[config.mk]
export PLATFORM = sky130hd
export DESIGN_NAME = gsa_ctrl
export DESIGN_NICKNAME = d
export VERILOG_FILES = /design/src/design/gsa_pkg.sv /design/src/design/gsa_ctrl.sv
export SDC_FILE = /design/constraint.sdc
export NUM_CORES = 1
export LEC_CHECK = 0
export ABC_CLOCK_PERIOD_IN_PS = 2900
export BUFFER_PORTS_ARGS = -buffer_cell sky130_fd_sc_hd__clkbuf_2
export CAP_MARGIN = 20
export CORE_AREA = 2 2 40 42
export CTS_CLUSTER_DIAMETER = 80
export DETAILED_ROUTE_END_ITERATION = 10
export DIE_AREA = 0 0 42 44
export PLACE_DENSITY_LB_ADDON = 0.1
export SKIP_LAST_GASP = 1
export SLEW_MARGIN = 0
export SYNTH_ARGS = -nofsm -noshare
export SYNTH_HDL_FRONTEND = slang
export SYNTH_SLANG_ARGS = --single-unit
export TNS_END_PERCENT = 1
[constraint.sdc]
create_clock -name i_clk -period 2.9 [get_ports i_clk]
set_clock_uncertainty 0.05 [all_clocks]
set_input_delay 0.29 -clock i_clk [delete_from_list [all_inputs] [get_ports i_clk]]
set_output_delay 0.29 -clock i_clk [all_outputs]
set_load 0.02 [all_outputs]
[src/design/gsa_pkg.sv]
// Package for the global sequence alignment core.
// Types, constants and command/status structs; no dependencies.
`timescale 1ns / 1ps
package gsa_pkg;
    localparam int MaxLen = 32;
    localparam int Dim = MaxLen + 1;
    localparam int CellW = 16;
    localparam int LenW = $clog2(MaxLen + 1);
    localparam int IdxW = $clog2(Dim);
    localparam int AddrW = $clog2(Dim * Dim);
    localparam int PathW = $clog2(2 * MaxLen);
    localparam int StepW = $clog2(2 * MaxLen + 1);
    localparam logic [7:0] GapChar = 8'd45;

    localparam logic [1:0] OpAppendA = 2'd0;
    localparam logic [1:0] OpAppendB = 2'd1;
    localparam logic [1:0] OpRun = 2'd2;
    localparam logic [1:0] OpUnused = 2'd3;

    localparam logic [1:0] RegMatch = 2'd0;
    localparam logic [1:0] RegMismatch = 2'd1;
    localparam logic [1:0] RegGap = 2'd2;

    typedef struct packed {
        logic [1:0] opcode;
        logic [7:0] symbol;
    } t_in_beat;

    typedef struct packed {
        logic signed [15:0] total_score;
        logic column_valid;
        logic [7:0] aligned_a;
        logic [7:0] aligned_b;
        logic overflowed;
        logic last_column;
    } t_out_beat;

    typedef struct packed {
        logic load_a;
        logic load_b;
        logic [7:0] symbol;
        logic init;
        logic fill_border;
        logic fill_inner;
        logic tb_start;
        logic tb_step;
        logic emit;
        logic emit_empty;
        logic clear;
    } t_cmd;

    typedef struct packed {
        logic border_done;
        logic fill_done;
        logic tb_done;
        logic emit_done;
        logic empty;
    } t_status;
endpackage

[src/design/gsa_ctrl.sv]
// Controller state machine for the alignment core.
// Depends on gsa_pkg; issues commands to gsa_datapath.
`timescale 1ns / 1ps
module gsa_ctrl (
    input  logic             i_clk,
    input  logic             i_rst_n,
    input  logic             i_start,
    input  gsa_pkg::t_in_beat i_beat,
    input  gsa_pkg::t_status i_status,
    output gsa_pkg::t_cmd    o_cmd,
    output logic             o_busy
);
    import gsa_pkg::*;

    typedef enum logic [6:0] {
        S_IDLE   = 7'b0000001,
        S_BORDER = 7'b0000010,
        S_FILL   = 7'b0000100,
        S_TBINIT = 7'b0001000,
        S_TB     = 7'b0010000,
        S_EMIT   = 7'b0100000,
        S_DONE   = 7'b1000000
    } t_state;

    t_state r_state, n_state;
    logic [1:0] r_ph;
    logic w_go;

    assign w_go = i_start && r_state == S_IDLE;

    always_ff @(posedge i_clk) begin
        if (!i_rst_n) begin
            r_state <= S_IDLE;
            r_ph <= '0;
        end else begin
            r_state <= n_state;
            if (r_state == S_TB) r_ph <= r_ph + 1'b1;
            else r_ph <= 2'd3;
        end
    end

    always_comb begin
        n_state = r_state;
        o_cmd = '0;
        o_cmd.symbol = i_beat.symbol;
        unique case (r_state)
            S_IDLE: if (w_go) begin
                o_cmd.load_a = i_beat.opcode == OpAppendA;
                o_cmd.load_b = i_beat.opcode == OpAppendB;
                if (i_beat.opcode == OpRun) begin
                    if (i_status.empty) begin
                        o_cmd.emit_empty = 1'b1;
                        o_cmd.clear = 1'b1;
                        n_state = S_DONE;
                    end else begin
                        o_cmd.init = 1'b1;
                        n_state = S_BORDER;
                    end
                end
            end
            S_BORDER: begin
                o_cmd.fill_border = 1'b1;
                if (i_status.border_done) n_state = S_FILL;
            end
            S_FILL: begin
                if (i_status.fill_done) n_state = S_TBINIT;
                else o_cmd.fill_inner = 1'b1;
            end
            S_TBINIT: begin
                o_cmd.tb_start = 1'b1;
                n_state = S_TB;
            end
            S_TB: begin
                if (r_ph == 2'd3 && i_status.tb_done) n_state = S_EMIT;
                else o_cmd.tb_step = 1'b1;
            end
            S_EMIT: begin
                o_cmd.emit = 1'b1;
                if (i_status.emit_done) begin
                    o_cmd.clear = 1'b1;
                    n_state = S_DONE;
                end
            end
            S_DONE: n_state = S_IDLE;
            default: n_state = S_IDLE;
        endcase
    end

    assign o_busy = r_state != S_IDLE;
endmodule

Yosys cells after proc, flatten, opt, wreduce, memory -nomap -nowiden --
Cells that the tools add are included.
Storage, ports and cells: input port bits 18, register bits after elaboration 9, logic and storage cells 51, output and inout port bits 19
Operators by class: multiplexer cells 28, $add $sub $neg 1, equal/unequal tests 16, reduce and logical (&&, ||, !) cells 4
Operators by type and width (count):
- $mux W7 | 7
- $pmux W7 S6 | 1
- $mux W1 | 13
- $mux W2 | 6
- $ne A2 B2 Y1 const B | 4
- $eq A7 B1 Y1 const B | 1
- $eq A7 B2 Y1 const B | 1
- $eq A7 B3 Y1 const B | 1
- $eq A7 B4 Y1 const B | 1
- $eq A7 B5 Y1 const B | 1
- $eq A7 B6 Y1 const B | 1
- $ne A7 B1 Y1 const B | 1
- $reduce_and A6 Y1 | 1
- $eq A2 B2 Y1 const B | 2
- $ne A2 B1 Y1 const B | 2
- $add A2 B1 Y2 const B | 1
- $eq A2 B1 Y1 const B | 1
- $logic_and A1 B1 Y1 | 2
- $logic_not A2 Y1 | 1
- $pmux W1 S2 | 1

Depth between registers and ports, before layout --
Gate-level depths: netlist of run 1.
depth in word-level cells 4, depth in mapped cells 5, mapped depth without buffers 5

Worst setup path before layout of run 1 --
Ideal clock, no wire load.
kind reg-to-output, from reg r_state[1], to out o_cmd[17] (netlist bit), path slack 0.636 ns, stages on the path, launching flop included 5, arrival time 1.924 ns, required time 2.560 ns, buffers on the path 0, path through dfxtp_1 > or3_1 > and4bb_2 > inv_2 > nor4b_1
RTL lines:
- from (decl) | RTL line gsa_ctrl.sv:25 | t_state r_state, n_state;
- from (signal assigned) | RTL line gsa_ctrl.sv:36 | r_state <= n_state;
- to (decl) | RTL line gsa_ctrl.sv:10 | output gsa_pkg::t_cmd o_cmd,

==> metrics.md, run 1 <==
| Metric | Value |
|---|---|
| Die Area | 1848 sq um |
| Clock period minus worst slack | 2.316 ns |
| Final Instance Area | 668.1 sq um |
| Final WL | roughly 1.2 mm |
| Total congestion overflow after global routing | 0 |
| Number of clock buffers inserted by TritonCTS | 3 |
| Vias after detailed routing | ~530 |
| CTS Hold Buffers Added | 0 |
| Final Setup Violations | 0 |
| Master cell of the clock root buffer | sky130_fd_sc_hd__clkbuf_4 |
| Routed via count divided by cell count | about 5.4 |
| Worst skew pair latency | around 0.26 ns |
| Layout net count | around 100 |
| Post-Syn Nets | 86 |
| Total area of sequential cells | ~180 sq um |
| Number of DRC markers in iteration 0 | 11 |
| First-pass GRT wire length | slightly below 2 mm |
| Highest-count cells in the layout ignoring fill and taps | 20 x sky130_fd_sc_hd__clkbuf_2, 9 x sky130_fd_sc_hd__dfxtp_1 |
| Flop and latch count out of synthesis | 9 |
| Result of the run | completed |
| Number of core rows | 14 |
| Post-Syn Instances | 67 |
| Transition time of the tightest slew-check pin | between 0.4 and 0.5 ns |
| DRC viols | 0 |
| Final Power | about 0.28 mW |
| Highest ir drop seen on vdd | between 0.00015 and 0.0002 V |
| Detail Route Antenna Nets | 0 |
| Number of clock sinks | 9 |
| Number of hold-slack violations in the final timing report | 0 |
| Count of filler cells inserted in the layout | between 100 and 150 |
| Cell family with the largest share of critical-path delay | simple AND/OR/NAND/NOR gates |
| Primary flip-flop cell chosen by synthesis mapping | sky130_fd_sc_hd__dfxtp_1 |
| Delay contributed by the slowest stage of the critical path | approximately 0.55 ns |
| Buffering stage count on the worst path with inverters included | 1 |
| Leakage dissipation | between 0.3 and 0.4 nW |
| TritonCTS clock tree | built |
| RSZ-0062 raised after global routing | no |
| Proportion of layout cells with a drive suffix above 1 | between 30% and 40% |
| Relative area change from synthesis to final layout | 14.10% |
| Count of pins over their slew limit | 0 |
| Critical-path cell with the highest stage delay | sky130_fd_sc_hd__or4_1 |
| Mean post-synth cell area | roughly 8.7 sq um |
| Portion of the post-synthesis area used by sequential elements | 30.77% |
| Routability congestion estimate | 0.8054 |
| Asr flop ratio synth | 0% |
| Area of the mapped netlist | 585.6 sq um |
| Tightest hold margin | roughly 0.19 ns |
| Antenna violations before repair | 0 |
| Quantity of I/O buffers inserted on ports | 20 |
| Max Clk Rate | between 400 and 500 MHz |
| Num ports | 37 |
| Normalized max-slew margin | between 60% and 70% |
| CTS-repair resized insts | 0 |
| Critical Path RT | roughly 2.6 ns |
| Diodes inserted | 0 |
| Area taken by multi-input logic gates | ~330 sq um |
| Area after detailed placement | around 640 sq um |
| Starting Density | 41.27% |
| Die X-Extent | about 42 um |
| Maxcap violations | 0 |
| Final cycle utilization of the critical path | 79.86% |
| Critical path, cell by cell | or3_1, or4_1, a21oi_1, clkbuf_2 |
| Aggregate negative setup slack | 0 ns |
| EDFF count, synth | 0 |
| Half-perimeter wire length after placement | approximately 930 um |
| Global Route Usage Sum | 14.35% |
| Pin count of the biggest net entering global routing | 11 |
| Min-Delay Path Class | input port to flip-flop |
| Kind of capture point of the worst setup path | output port |
| CTS H-Tree Depth | 1 |
| Worst-path clk slew | roughly 0.060 ns |
| P per Cell Area | roughly 420 nW/um^2 |
| Count of synthesis-stage warnings from yosys | 0 |
| Number of global-route vias before repair | about 470 |
| Nature of the critical path startpoint | flip-flop |
| Count of buffers added by post-CTS timing repair for setup | 0 |
| Most common library cell in the layout ignoring fill and taps | sky130_fd_sc_hd__clkbuf_2 |
| Data arrival time of the critical path | 1.98 ns |
| Die height | approximately 44 um |
| CP Class | flip-flop to output port |
| Yosys cell types | 33 |
| Maximum number of buffers from clock root to sink | 2 |
| Pre-antenna DRT Iters | 4 |
| Core area | ~1400 sq um |
| Routed length per instance | between 10 and 15 um |
| Largest fanout of any net on the critical path | 6 |
==> registers in the layout (all words and copies together) (netlist names) <==
register / cells
r_ph: 2
r_state: 7
==> layer usage <==
layer | vias to the layer above | GRT usage [%] | share of wire [%]
li1 | 271 | - | -
met1 | 235 | 19.08 | 49
met2 | 23 | 20.94 | 40
met3 | 5 | 3.333 | 8.6
met4 | 0 | 9.032 | 2.1
met5 | - | 0 | 0
==> Yosys cell counts, types with 2 or more instances <==
cell                       n  area, sq um
sky130_fd_sc_hd__nor4b_1   2        17.52
sky130_fd_sc_hd__o21ai_0   4        20.02
sky130_fd_sc_hd__a21oi_1   2        10.01
sky130_fd_sc_hd__nand2b_1  4        25.02
sky130_fd_sc_hd__and3_1    2        12.51
sky130_fd_sc_hd__a211oi_1  2        15.01
sky130_fd_sc_hd__dfxtp_1   9        180.2
sky130_fd_sc_hd__nand2_1   2        7.510
sky130_fd_sc_hd__o21a_1    4        30.03
sky130_fd_sc_hd__buf_4     8        60.06
sky130_fd_sc_hd__nor2b_1   4        25.02
sky130_fd_sc_hd__nor4_1    3        18.77
==> cells by family after synthesis <==
kind of cell	synth area share [%]
AO/OA/AOI/OAI	16.67
adder cells (fa/ha/maj)	4.059
buffers and inverters	12.18
AND/OR/NAND/NOR	34.83
XOR/XNOR	1.496
flip-flops	30.77
==> where the power goes <==
group | internal [mW] | total [mW] | switching, mW
logic | 0.0214 | 0.0476 | 0.0262
clock network | 0.0533 | 0.101 | 0.0479
registers | 0.128 | 0.134 | 0.00575
==> per-stage QoR <==
| step | util (%) | cells | setup slack, ns |
|---|---|---|---|
| after floorplan | - | 67 | 0.6357 |
| after global placement | 45.24 | 94 | 0.8920 |
| after detailed placement | 45.24 | 94 | 0.8682 |
| after CTS | 47.09 | 98 | 0.5775 |
| after global routing | 47.09 | 98 | 0.4482 |
| final | 47.09 | 98 | 0.5839 |
==> layout make-up <==
cell class	count	area share [%]
Clock buffer	4	3.933
Inverter	2	1.124
Multi-Input combinational cell	47	50.00
Sequential cell	9	26.97
Tap cell	16	2.996
Timing Repair Buffer	20	14.98
==> tightest hold or removal path: cells and delay by family <==
| kind | cells | cell delay [ns] |
|---|---|---|
| simple gates | 2 | 0.09 |
| buf+inv | 1 | 0.09 |
==> path summary, 6_finish.rpt <==
path,start,to,slack (ns),cells past startpoint
setup / recovery,r_state[1],o_cmd[3],0.58,4
hold / removal,i_status[3],r_state[3],0.19,3
setup reg to reg,r_state[3],r_state[0],0.97,3
hold reg to reg,r_ph[0],r_ph[0],0.45,2
(Power assumes the default switching activity.)
==> inputs of run 2 (changes only) <==
--- a/config.mk
+++ b/config.mk
@@ -5,13 +5,13 @@
 export SDC_FILE = /design/constraint.sdc
 export NUM_CORES = 1
 export LEC_CHECK = 0
-export ABC_CLOCK_PERIOD_IN_PS = 2900
+export ABC_CLOCK_PERIOD_IN_PS = 2300
 export BUFFER_PORTS_ARGS = -buffer_cell sky130_fd_sc_hd__clkbuf_2
 export CAP_MARGIN = 20
-export CORE_AREA = 2 2 40 42
+export CORE_AREA = 2 2 42 44
 export CTS_CLUSTER_DIAMETER = 80
 export DETAILED_ROUTE_END_ITERATION = 10
-export DIE_AREA = 0 0 42 44
+export DIE_AREA = 0 0 44 46
 export PLACE_DENSITY_LB_ADDON = 0.1
 export SKIP_LAST_GASP = 1
 export SLEW_MARGIN = 0
==> constraint.sdc (replaced) <==
create_clock -name i_clk -period 2.3 [get_ports i_clk]
set_clock_uncertainty 0.05 [all_clocks]
set_input_delay 0.23 -clock i_clk [delete_from_list [all_inputs] [get_ports i_clk]]
set_output_delay 0.23 -clock i_clk [all_outputs]
set_load 0.02 [all_outputs]
==> run 2 against run 1 <==
Net effect:
- clock-buffer cell count unchanged
- die area rose by 9.5%
- sequential power grew 25%
- flip-flop and latch count did not move
- final area increased by 2.6%
- hold slack worse by 0.055 ns
- clock power grew 22%
- combinational power up 29%
- final cell count grew 2.0%
- setup slack lost 0.53 ns
- first-iteration DRC count down 55%
- critical endpoint is now o_cmd[17]
- largest cell class unchanged
- highest routed layer unchanged
==> metrics.md, run 2 (synthesis results as in run 1) <==
| Metric | Value |
|---|---|
| Die X-Extent | 44 um |
| Transition time of the tightest slew-check pin | around 0.48 ns |
| M2 GR Usage | 20.88% |
| Half-perimeter wire length after placement | roughly 920 um |
| Quantity of I/O buffers inserted on ports | 20 |
| Highest ir drop seen on vdd | 0.0002212 V |
| Number of DRC markers in iteration 0 | 5 |
| RSZ-0062 raised after global routing | yes |
| Antenna violations before repair | 0 |
| Pre-antenna DRT Iters | 4 |
| Global Route Usage Sum | about 14% |
| Tightest hold margin | around 0.14 ns |
| CTS H-Tree Depth | 1 |
| Post-layout utilization of the core | 42.48% |
| Total congestion overflow after global routing | 0 |
| Data arrival time of the critical path | approximately 2.0 ns |
| Relative area change from synthesis to final layout | 17.09% |
| Number of global-route vias before repair | 489 |
| Cell total after placement | 96 |
| Result of the run | completed |
| Number of hold-slack violations in the final timing report | 0 |
| Starting Density | 36.28% |
| Register bank with the most flops | r_state |
| Final cell count without fillers | 100 |
| Final Power | approximately 0.35 mW |
| Core area | around 1600 sq um |
| Max Clk Rate | between 400 and 500 MHz |
| Detail Route Antenna Nets | 0 |
| Critical Path RT | between 2 and 2.5 ns |
| Number of clock buffers inserted by TritonCTS | 3 |
| Number of core rows | 15 |
| Final Setup Violations | 0 |
| Worst slack after detailed placement | around 0.33 ns |
| Die height | ~46 um |
| Maximum number of buffers from clock root to sink | 2 |
| Routed via count divided by cell count | around 5.4 |
| Number of clock sinks | 9 |
| Met3 usage in global routing | about 2.4% |
| Count of pins over their slew limit | 0 |
| DRC viols | 0 |
| Num ports | 37 |
| CTS Hold Buffers Added | 0 |
| Kind of capture point of the worst setup path | output port |
| Die Area | roughly 2000 sq um |
| Flip-flop count of the largest register after layout | 7 |
| Final worst-path setup slack | just over 0.05 ns |
| First-pass GRT wire length | around 2.0 mm |
| Leakage dissipation | between 0.3 and 0.4 nW |
| Layout net count | roughly 100 |
| Worst-path clk slew | roughly 0.060 ns |
| Count of filler cells inserted in the layout | 180 |
| Worst skew pair latency | about 0.26 ns |
| Routability congestion estimate | about 0.7 |
| Routed length per instance | 12.03 um |
| Proportion of layout cells with a drive suffix above 1 | between 30% and 40% |
| Diodes inserted | 0 |
| CP Class | flip-flop to output port |
| Min-Delay Path Class | input port to flip-flop |
| Pin count of the biggest net entering global routing | 11 |
| Final cycle utilization of the critical path | roughly 98% |
| Master cell of the clock root buffer | sky130_fd_sc_hd__clkbuf_4 |
| Largest fanout of any net on the critical path | 6 |
| P per Cell Area | around 520 nW/um^2 |
| Most Used Layer, Global Route | met2 |
| Final WL | 1.203 mm |
| Nature of the critical path startpoint | flip-flop |
| Vias after detailed routing | about 540 |
| Maxcap violations | 0 |
| Met1 usage | approximately 18% |
| Clock period minus worst slack | around 2.2 ns |
| Leading registers by flop count | r_state: 7 flops, r_ph: 2 flops |
| Normalized max-slew margin | between 60 and 70% |
| TritonCTS clock tree | built |
| Highest-count cells in the layout ignoring fill and taps | 20 x sky130_fd_sc_hd__clkbuf_2, 9 x sky130_fd_sc_hd__dfxtp_1 |
| Most common library cell in the layout ignoring fill and taps | sky130_fd_sc_hd__clkbuf_2 |
==> run 2: path summary, 6_finish.rpt <==
| path | start | endpoint | slack [ns] | cells past startpoint |
|---|---|---|---|---|
| worst max-delay path | r_state[1] | o_cmd[17] | 0.05 | 5 |
| worst min-delay path | i_status[3] | r_state[3] | 0.14 | 3 |
| worst min register to register | r_ph[0] | r_ph[0] | 0.44 | 2 |
| worst max register to register | r_state[3] | r_state[0] | 0.36 | 3 |
==> run 2: cell type report <==
cell class                 instances  area (sq um)  area share (%)
tap                               17         21.27           3.102
clock buffer                       4         26.28           3.832
multi-input combinational         47         342.8           50.00
timing repair buffer              21         107.6           15.69
inverter                           2         7.507           1.095
sequential                         9         180.2           26.28
==> run 2: metrics by stage <==
stage | setup TNS, ns | cell area [sq um]
CTS | 0 | 676.9
floorplan | 0 | 585.6
global route | -0.1270 | 685.7
global placement | 0 | 650.6
finish | 0 | 685.7
detailed placement | 0 | 650.6
==> run 2: critical path, stage by stage, from the launching register on <==
cell	delay [ns]
sky130_fd_sc_hd__dfxtp_1	0.33
sky130_fd_sc_hd__or3_1	0.47
sky130_fd_sc_hd__and4bb_2	0.35
sky130_fd_sc_hd__inv_2	0.06
sky130_fd_sc_hd__nor4b_1	0.27
sky130_fd_sc_hd__clkbuf_2	0.22
==> run 2: power breakdown <==
part | internal [mW] | leakage (nW) | switching (mW) | total, mW
Clock | 0.0670 | 0.0150 | 0.0565 | 0.123
Sequential | 0.161 | 0.0735 | 0.00692 | 0.168
Combinational | 0.0273 | 0.231 | 0.0343 | 0.0616
==> run 2: routing by layer <==
metal  part of all wire, %  wire length, um
met1                    48              577
met2                    44              531
met3                   6.8               82
met4                   1.0               12
met5                     0                0
==> run 2: timing repair <==
item / in CTS / in global routing
setup endpoints to repair: 0 / 4
setup buffers: 0 / 0
gates resized for setup: 0 / 2
